<file path="src/design/rsi_pkg.sv">
// Shared constants for the relative strength index unit.
package rsi_pkg;

   // Fixed field widths of the ports
   localparam int PRICE_WIDTH  = 32;
   localparam int PERIOD_WIDTH = 16;
   localparam int RSI_WIDTH    = 15;

   // Defaults for the top-level parameters
   localparam int PRICE_BITS_DEFAULT    = 32;
   localparam int FRACTION_BITS_DEFAULT = 16;

   // Period after reset
   localparam logic [PERIOD_WIDTH-1:0] PERIOD_RESET = 16'd14;

   // RSI full scale (100 * 256) and the bit-serial ratio walk over its bits
   localparam logic [RSI_WIDTH-1:0] RSI_SCALE = 15'd25600;
   localparam int RATIO_IDX_WIDTH = $clog2(RSI_WIDTH);
   localparam logic [RATIO_IDX_WIDTH-1:0] RATIO_TOP = RATIO_IDX_WIDTH'(RSI_WIDTH - 1);

endpackage

</file>
<file path="src/design/rsi_csub.sv">
// Shared compare-and-subtract unit: a - b and the a >= b flag.
module rsi_csub #(
   parameter int W = 58
) (
   input  logic [W-1:0] a,
   input  logic [W-1:0] b,
   output logic [W-1:0] diff,
   output logic         ge
);

   logic borrow;

   // One wide subtract; the borrow out is the compare result
   assign {borrow, diff} = {1'b0, a} - {1'b0, b};
   assign ge = ~borrow;

endmodule

</file>
<file path="src/design/relative_strength_index_unit.sv">
// Wilder RSI unit: one price per request, one RSI result per price once warmed up.
//
// Each request carries one unsigned price. The first price of a series (after reset, a
// period write or a request with series_start set) is stored and gives no result; the
// next period-1 prices only add their gains and losses. From the period-th change on,
// every price gives one result, rsi_value = floor(25600*G/(G+L)), and keeps the sequencer
// busy until that result is in the output register. Each division walks the DW =
// min(PRICE_BITS, 32) + 16 + FRACTION_BITS bits of its dividend, and the ratio walk is
// skipped when the average loss is zero. The work is done by one compare-and-subtract
// unit that a small sequencer runs for two restoring divisions by the period, one bit
// per cycle (gain average, then loss average), followed by a 15-step ratio walk over
// the bits of 25600 plus one extra step for each of its three set bits. The request
// side is ready only while the sequencer is idle; a finished result waits in an output
// register, so the next request is taken while it has not been collected. Zero average
// loss gives exactly 25600. A period of zero acts as one.
module relative_strength_index_unit #(
   parameter int PRICE_BITS    = rsi_pkg::PRICE_BITS_DEFAULT,
   parameter int FRACTION_BITS = rsi_pkg::FRACTION_BITS_DEFAULT
) (
   input  logic                                clock,
   input  logic                                reset,
   input  logic                                req_valid,
   output logic                                req_ready,
   input  logic [rsi_pkg::PRICE_WIDTH-1:0]     req_price,
   input  logic                                req_series_start,
   output logic                                rsp_valid,
   input  logic                                rsp_ready,
   output logic [rsi_pkg::RSI_WIDTH-1:0]       rsp_rsi_value,
   input  logic                                csr_write_enable,
   input  logic [rsi_pkg::PERIOD_WIDTH-1:0]    csr_write_data
);

   // Widths
   localparam int PW  = (PRICE_BITS < rsi_pkg::PRICE_WIDTH) ? PRICE_BITS : rsi_pkg::PRICE_WIDTH;
   localparam int FW  = FRACTION_BITS;
   localparam int NW  = rsi_pkg::PERIOD_WIDTH;
   localparam int AW  = PW + ((FW > NW) ? FW : NW);
   localparam int DW  = PW + NW + FW;
   localparam int UW  = AW + 2;
   localparam int CW  = $clog2(DW);
   localparam int RW  = rsi_pkg::RSI_WIDTH;
   localparam int IW  = rsi_pkg::RATIO_IDX_WIDTH;
   localparam logic [CW-1:0] DIV_LAST = CW'(DW - 1);

   // Sequencer states
   localparam logic [2:0] S_IDLE = 3'd0;
   localparam logic [2:0] S_PREP = 3'd1;
   localparam logic [2:0] S_DIV  = 3'd2;
   localparam logic [2:0] S_FIX  = 3'd3;
   localparam logic [2:0] S_SUM  = 3'd4;
   localparam logic [2:0] S_RA   = 3'd5;
   localparam logic [2:0] S_RB   = 3'd6;
   localparam logic [2:0] S_OUT  = 3'd7;

   logic [2:0]    state_ff, state_in;
   logic [NW-1:0] period_ff, period_in;
   logic [PW-1:0] prev_ff, prev_in;
   logic          have_ff, have_in;
   logic [NW-1:0] count_ff, count_in;
   logic [AW-1:0] gacc_ff, gacc_in;
   logic [AW-1:0] lacc_ff, lacc_in;
   logic [PW-1:0] gain_ff, gain_in;
   logic [PW-1:0] loss_ff, loss_in;
   logic          init_ff, init_in;
   logic          sel_ff, sel_in;
   logic          neg_ff, neg_in;
   logic [DW-1:0] n_ff, n_in;
   logic [UW-1:0] rem_ff, rem_in;
   logic [RW-1:0] q_ff, q_in;
   logic [IW-1:0] idx_ff, idx_in;
   logic [CW-1:0] step_ff, step_in;
   logic [AW:0]   s_ff, s_in;
   logic          rsp_valid_ff, rsp_valid_in;
   logic [RW-1:0] rsp_data_ff, rsp_data_in;

   // Shared unit operands
   logic [UW-1:0] op_a, op_b, op_diff;
   logic          op_ge;

   logic [NW-1:0]   p_eff;
   logic [PW-1:0]   price_w, gain_w, loss_w;
   logic            up_w;
   logic [NW-1:0]   count_next;
   logic [AW-1:0]   acc_sel;
   logic [PW-1:0]   x_sel;
   logic [AW+FW-1:0] sum_shift;
   logic [AW-1:0]   xs_ext;
   logic [AW-1:0]   dev_w;
   logic [AW-1:0]   quot_w;
   logic [AW-1:0]   acc_new;
   logic            out_free;

   rsi_csub #(.W(UW)) u_csub (
      .a    (op_a),
      .b    (op_b),
      .diff (op_diff),
      .ge   (op_ge)
   );

   assign p_eff     = (period_ff == '0) ? NW'(1) : period_ff;
   assign req_ready = (state_ff == S_IDLE);
   assign rsp_valid = rsp_valid_ff;
   assign rsp_rsi_value = rsp_data_ff;
   assign out_free  = ~rsp_valid_ff | rsp_ready;

   // Price change split into gain and loss
   assign price_w    = req_price[PW-1:0];
   assign up_w       = price_w > prev_ff;
   assign gain_w     = up_w ? price_w - prev_ff : '0;
   assign loss_w     = up_w ? '0 : prev_ff - price_w;
   assign count_next = count_ff + NW'(1);

   // Accumulator under work and its new sample
   assign acc_sel   = sel_ff ? lacc_ff : gacc_ff;
   assign x_sel     = sel_ff ? loss_ff : gain_ff;
   assign sum_shift = {acc_sel, {FW{1'b0}}};
   assign xs_ext    = AW'({x_sel, {FW{1'b0}}});
   assign dev_w     = op_ge ? op_diff[AW-1:0] : acc_sel - xs_ext;
   assign quot_w    = n_ff[AW-1:0];

   // Average update: first average, or smoothing step up or down
   always_comb begin
      if (init_ff) begin
         acc_new = quot_w;
      end else if (neg_ff) begin
         acc_new = acc_sel - quot_w - AW'(rem_ff != '0);
      end else begin
         acc_new = acc_sel + quot_w;
      end
   end

   // Operand select for the shared unit
   always_comb begin
      op_a = '0;
      op_b = '0;
      unique case (state_ff)
         S_PREP: begin
            op_a = UW'(xs_ext);
            op_b = UW'(acc_sel);
         end
         S_DIV: begin
            op_a = {rem_ff[UW-2:0], n_ff[DW-1]};
            op_b = UW'(p_eff);
         end
         S_RA: begin
            op_a = {rem_ff[UW-2:0], 1'b0};
            op_b = UW'(s_ff);
         end
         S_RB: begin
            op_a = rem_ff;
            op_b = UW'(lacc_ff);
         end
         default: begin
            op_a = '0;
            op_b = '0;
         end
      endcase
   end

   // Sequencer and datapath next state
   always_comb begin
      state_in     = state_ff;
      period_in    = period_ff;
      prev_in      = prev_ff;
      have_in      = have_ff;
      count_in     = count_ff;
      gacc_in      = gacc_ff;
      lacc_in      = lacc_ff;
      gain_in      = gain_ff;
      loss_in      = loss_ff;
      init_in      = init_ff;
      sel_in       = sel_ff;
      neg_in       = neg_ff;
      n_in         = n_ff;
      rem_in       = rem_ff;
      q_in         = q_ff;
      idx_in       = idx_ff;
      step_in      = step_ff;
      s_in         = s_ff;
      rsp_valid_in = rsp_valid_ff & ~rsp_ready;
      rsp_data_in  = rsp_data_ff;

      unique case (state_ff)
         S_IDLE: begin
            if (req_valid) begin
               prev_in = price_w;
               if (req_series_start || !have_ff) begin
                  have_in  = 1'b1;
                  count_in = '0;
                  gacc_in  = '0;
                  lacc_in  = '0;
               end else begin
                  gain_in = gain_w;
                  loss_in = loss_w;
                  sel_in  = 1'b0;
                  if (count_ff < p_eff) begin
                     // warm-up: raw sums
                     gacc_in  = gacc_ff + AW'(gain_w);
                     lacc_in  = lacc_ff + AW'(loss_w);
                     count_in = count_next;
                     if (count_next == p_eff) begin
                        init_in  = 1'b1;
                        state_in = S_PREP;
                     end
                  end else begin
                     init_in  = 1'b0;
                     state_in = S_PREP;
                  end
               end
            end
         end
         S_PREP: begin
            // load dividend: sum * 2^F, or |x * 2^F - avg|
            if (init_ff) begin
               n_in = sum_shift[DW-1:0];
            end else begin
               n_in = {{(DW-AW){1'b0}}, dev_w};
            end
            neg_in   = ~op_ge;
            rem_in   = '0;
            step_in  = '0;
            state_in = S_DIV;
         end
         S_DIV: begin
            // one restoring step per cycle
            rem_in  = op_ge ? op_diff : op_a;
            n_in    = {n_ff[DW-2:0], op_ge};
            step_in = step_ff + CW'(1);
            if (step_ff == DIV_LAST) begin
               state_in = S_FIX;
            end
         end
         S_FIX: begin
            if (sel_ff) begin
               lacc_in  = acc_new;
               state_in = S_SUM;
            end else begin
               gacc_in  = acc_new;
               sel_in   = 1'b1;
               state_in = S_PREP;
            end
         end
         S_SUM: begin
            s_in   = {1'b0, gacc_ff} + {1'b0, lacc_ff};
            rem_in = '0;
            idx_in = rsi_pkg::RATIO_TOP;
            if (lacc_ff == '0) begin
               q_in     = rsi_pkg::RSI_SCALE;
               state_in = S_OUT;
            end else begin
               q_in     = '0;
               state_in = S_RA;
            end
         end
         S_RA: begin
            // doubling step of the ratio
            rem_in = op_ge ? op_diff : op_a;
            q_in   = {q_ff[RW-2:0], op_ge};
            if (rsi_pkg::RSI_SCALE[idx_ff]) begin
               state_in = S_RB;
            end else if (idx_ff == '0) begin
               state_in = S_OUT;
            end else begin
               idx_in = idx_ff - IW'(1);
            end
         end
         S_RB: begin
            // add G; r + G >= G + L is r >= L
            if (op_ge) begin
               rem_in = op_diff;
               q_in   = q_ff + RW'(1);
            end else begin
               rem_in = rem_ff + UW'(gacc_ff);
            end
            if (idx_ff == '0) begin
               state_in = S_OUT;
            end else begin
               idx_in   = idx_ff - IW'(1);
               state_in = S_RA;
            end
         end
         S_OUT: begin
            if (out_free) begin
               rsp_valid_in = 1'b1;
               rsp_data_in  = q_ff;
               state_in     = S_IDLE;
            end
         end
         default: begin
            state_in = S_IDLE;
         end
      endcase

      // Period write restarts the series
      if (csr_write_enable) begin
         period_in = csr_write_data;
         have_in   = 1'b0;
         count_in  = '0;
         gacc_in   = '0;
         lacc_in   = '0;
         prev_in   = '0;
      end
   end

   // Control registers
   always_ff @(posedge clock) begin
      if (reset) begin
         state_ff     <= S_IDLE;
         period_ff    <= rsi_pkg::PERIOD_RESET;
         prev_ff      <= '0;
         have_ff      <= 1'b0;
         count_ff     <= '0;
         gacc_ff      <= '0;
         lacc_ff      <= '0;
         rsp_valid_ff <= 1'b0;
      end else begin
         state_ff     <= state_in;
         period_ff    <= period_in;
         prev_ff      <= prev_in;
         have_ff      <= have_in;
         count_ff     <= count_in;
         gacc_ff      <= gacc_in;
         lacc_ff      <= lacc_in;
         rsp_valid_ff <= rsp_valid_in;
      end
   end

   // Datapath registers
   always_ff @(posedge clock) begin
      gain_ff     <= gain_in;
      loss_ff     <= loss_in;
      init_ff     <= init_in;
      sel_ff      <= sel_in;
      neg_ff      <= neg_in;
      n_ff        <= n_in;
      rem_ff      <= rem_in;
      q_ff        <= q_in;
      idx_ff      <= idx_in;
      step_ff     <= step_in;
      s_ff        <= s_in;
      rsp_data_ff <= rsp_data_in;
   end

   // Checks
   a_count_bound: assert property (@(posedge clock) disable iff (reset)
      count_ff <= p_eff)
      else $error("change count beyond period");

   a_div_rem: assert property (@(posedge clock) disable iff (reset)
      (state_ff == S_DIV) |-> (rem_ff < UW'(p_eff)))
      else $error("division remainder not below period");

   a_ratio_rem: assert property (@(posedge clock) disable iff (reset)
      (state_ff == S_RA || state_ff == S_RB) |-> (rem_ff < UW'(s_ff)))
      else $error("ratio remainder not below total");

   a_out_range: assert property (@(posedge clock) disable iff (reset)
      (state_ff == S_OUT && out_free) |=> (rsp_valid_ff && rsp_data_ff <= rsi_pkg::RSI_SCALE))
      else $error("result missing or out of range");

endmodule
</file>
<file path="config.mk">
export PLATFORM = sky130hd
export DESIGN_NAME = relative_strength_index_unit
export DESIGN_NICKNAME = d
export VERILOG_FILES = /design/src/design/rsi_pkg.sv /design/src/design/rsi_csub.sv /design/src/design/relative_strength_index_unit.sv
export SDC_FILE = /design/constraint.sdc
export NUM_CORES = 2
export LEC_CHECK = 0
export BUFFER_PORTS_ARGS = -buffer_cell sky130_fd_sc_hd__buf_2
export CAP_MARGIN = 20
export CORE_MARGIN = 10
export CORE_UTILIZATION = 35
export CTS_CLUSTER_DIAMETER = 50
export CTS_CLUSTER_SIZE = 14
export DETAILED_ROUTE_END_ITERATION = 6
export MAX_ROUTING_LAYER = met4
export PLACE_DENSITY = 0.47
export SKIP_CTS_REPAIR_TIMING = 1
export SYNTH_ARGS = -nofsm -noshare
export SYNTH_HDL_FRONTEND = slang
export SYNTH_SLANG_ARGS = --single-unit
</file>
<file path="constraint.sdc">
create_clock -name clock -period 6.67 [get_ports clock]
set_input_delay 0.3335 -clock clock [delete_from_list [all_inputs] [get_ports clock]]
set_output_delay 0.3335 -clock clock [all_outputs]
set_load 0.05 [all_outputs]
</file>
==> impl_metrics.yaml <==
final_layout:
  multi_input_area_um2: 32260
  fin_area_um2: 53400
  layout-drive-gt1-share_pct: 11.04
  fin_nets: 6505
  area_growth_pct: 16.33
  nFillCells: 13470
  seq_area_um2: 11430
sta:
  worst_pin_slew_ns: 1.180
  drv_slew: 0
  holdWs_ns: 0.1248
  finalSetupViolations: 0
  hold_viol: 0
  period_minus_slack_ns: 6.346
  slew_headroom_pct: 20.64
  fin_crit_sh_pct: 95.15
  rsz0062_at_grt: "yes"
  skew_ns: 0.04785
  clock.fmax_ghz: 0.1576
drt:
  drc: 0
  via_per_inst: 5.984
  antenna_left: 0
  vias: 46670
  drt_iter0_markers: 4548
  dr.pass1.iters: 6
  routedWlPerCell_um: 27.35
  wl_mm: 213.3
setup_path:
  crit_type: "register to register"
  crit_path_max_fanout: 10
  required_ns: 7.24
  slowest_delay_ns: 0.39
  crit_slowest_cell: "fa_1"
  arrival_ns: 6.91
  cp-start-kind: "register"
  crit_path_end_kind: "register"
  crit_top_cell: "buf_4"
clock_tree:
  cts_sinks: 436
  cts_max_path_buffers: 3
  cts_tree: "done"
  cts_buffers: 84
  htreeDepth: 3
  cts-root-buf: "clkbuf_16"
  cts.clk_slew.worst_paths_ns: 0.06
  clock_latency_ns: 0.73
placed_design:
  dpl.hpwl_mm: 170.4
  port-buffer-count: 70
  placed_cell_area_um2: 49800
  place_congestion: 0.9728
yosys:
  synth_cell_types: 111
  syn_area_um2: 45910
  synth-seq-area-share_pct: 24.90
  synth_flop_cell: "edfxtp_1"
  synth_nets: 6293
  postSynthAreaPerCell_um2: 7.959
  yosys_warnings: 0
  yosysTopAreaCellShare_pct: 17.66
  synth_largest_area_cell: "edfxtp_1"
  synth_cells: 5768
  synth.top_cells.by_area: "edfxtp_1 (18%), ha_1 (13%), dfxtp_1 (7.2%), a21oi_1 (7.0%), xnor2_1 (4.9%)"
  synthTopCellsByCount: "a21oi_1 (645), nand2_1 (493), ha_1 (460)"
  synth_edf_count: 270
  synth_seq_cells: 436
  synth.most_common_cell: "a21oi_1"
  ys_async_sr_fraction_pct: 0
floorplanning:
  core-area_um2: 130000
  start_util_pct: 35.32
  ios: 71
  die_h_um: 382.2
  fp.dieW_um: 382.2
  die-area_um2: 146100
  placementRows: 132
power:
  p_seq_share_pct: 16.5
  p_sw_share_pct: 52.69
  comb_power_share_pct: 65.7
  pwr-share-clk_pct: 17.8
  power_density_nw_per_um2: 477.3
  p_leak_nw: 23.02
  vdd_drop_max_mv: 0.6688
  p_switching_w: 0.01343
  intPower_w: 0.01206
global_routing:
  grt_first_pass_wirelength_mm: 308.5
  grt_max_degree: 97
  antenna_found_initial: 8
  grt-ovfl-total: 0
  grt.total_usage_pct: 28.63
  grt_pass1_vias: 44570
run_status:
  outcome: "finished clean"
job:
  maxCapViolCount: 0
min_path:
  min_path_type: "input port to register"
worst max-delay path: cells and delay by family (launching register included):
family	cells	cell delay, ns
AND/OR/NAND/NOR	3	0.61
buffers and inverters	7	1.07
AO/OA/AOI/OAI	19	3.12
flip-flops	1	0.35
adder cells (fa/ha/maj)	4	1.00
kinds of logic (layout without fill, tap and decap cells):
group,Yosys count,after routing,synth area share (%)
buffers and inverters,643,926,5.342
AOI/OAI and AO/OA,2162,2162,30.81
adders and majority gates,471,471,13.02
muxes,113,113,2.494
and+or+nand+nor,1576,1576,16.44
other,0,6,0
xor gates and xnor gates,367,367,7.002
DFF,436,436,24.90
final cells by class:
| type | count | area share, % |
|---|---|---|
| Multi-Input combinational cell | 4689 | 60.41 |
| Clock buffer | 89 | 3.990 |
| Timing Repair Buffer | 431 | 6.120 |
| Antenna cell | 6 | 0.02811 |
| Inverter | 338 | 2.380 |
| Tap cell | 1742 | 4.081 |
| Clock inverter | 68 | 1.579 |
| Sequential cell | 436 | 21.41 |
sequential cells by signal, summed over array words and instances, names as in the netlist, named ones only:
register       count
count_ff          16
gacc_ff           48
gain_ff           32
have_ff            1
idx_ff             4
init_ff            1
lacc_ff           48
loss_ff           32
n_ff              64
neg_ff             1
period_ff         16
prev_ff           32
q_ff              15
rem_ff            50
rsp_rsi_value     15
rsp_valid          1
s_ff              49
sel_ff             1
state_ff           3
step_ff            6
path summary, 6_finish.rpt:
path	endpoint	slack [ns]	startpoint	cells past startpoint
worst min-delay path	period_ff[13]	0.12	reset	2
worst max register to register	lacc_ff[40]	0.32	prev_ff[0]	33
worst min register to register	prev_ff[31]	0.46	prev_ff[31]	2
worst max-delay path	lacc_ff[40]	0.32	prev_ff[0]	33
power by group through the flow:
stage,clock network (W),registers (W),logic (W)
2_1_floorplan,0,0.00393,0.0107
3_5_place_dp,0,0.00425,0.0164
6_report,0.00454,0.00422,0.0167
4_1_cts,0.00460,0.00420,0.0165
5_1_grt,0.00472,0.00425,0.0180
3_3_place_gp,0,0.00426,0.0165
per-stage QoR:
step                TNS [ns]  instances  setup WS [ns]  total power [W]  utilization [%]
finish                     0       7799         0.3236          0.02549            41.09
global route        -0.02953       7798       -0.02159          0.02696            41.08
CTS                  -0.2106       7742       -0.08735          0.02535            40.60
detailed placement   -0.5301       7585        -0.1413          0.02070            38.31
global placement    -0.08302       7585       -0.05317          0.02074            38.31
floorplan                  0       5768         0.8229          0.01459                -
metal layers:
metal / track usage, % / up-vias / wire [µm]
li1: - / 21950 / -
met3: 3.991 / 414 / 12370
met2: 46.47 / 1683 / 99340
met4: 11.33 / 0 / 10010
met5: - / - / 0
met1: 35.77 / 22630 / 91550
cells in the final DEF, fill, tap and decap left out, types with 84 or more instances in the layout:
cell,n
buf_4,304
clkbuf_16,84
a21oi_1,641
nor3_1,101
xor2_1,112
mux2i_1,102
xnor2_1,255
ha_1,459
nand3_1,109
dfxtp_1,165
inv_1,334
edfxtp_1,270
nor2_1,400
a22o_1,84
a21o_1,217
o21ai_0,388
nand2_1,488
Power figures use the tool's default switching activity.
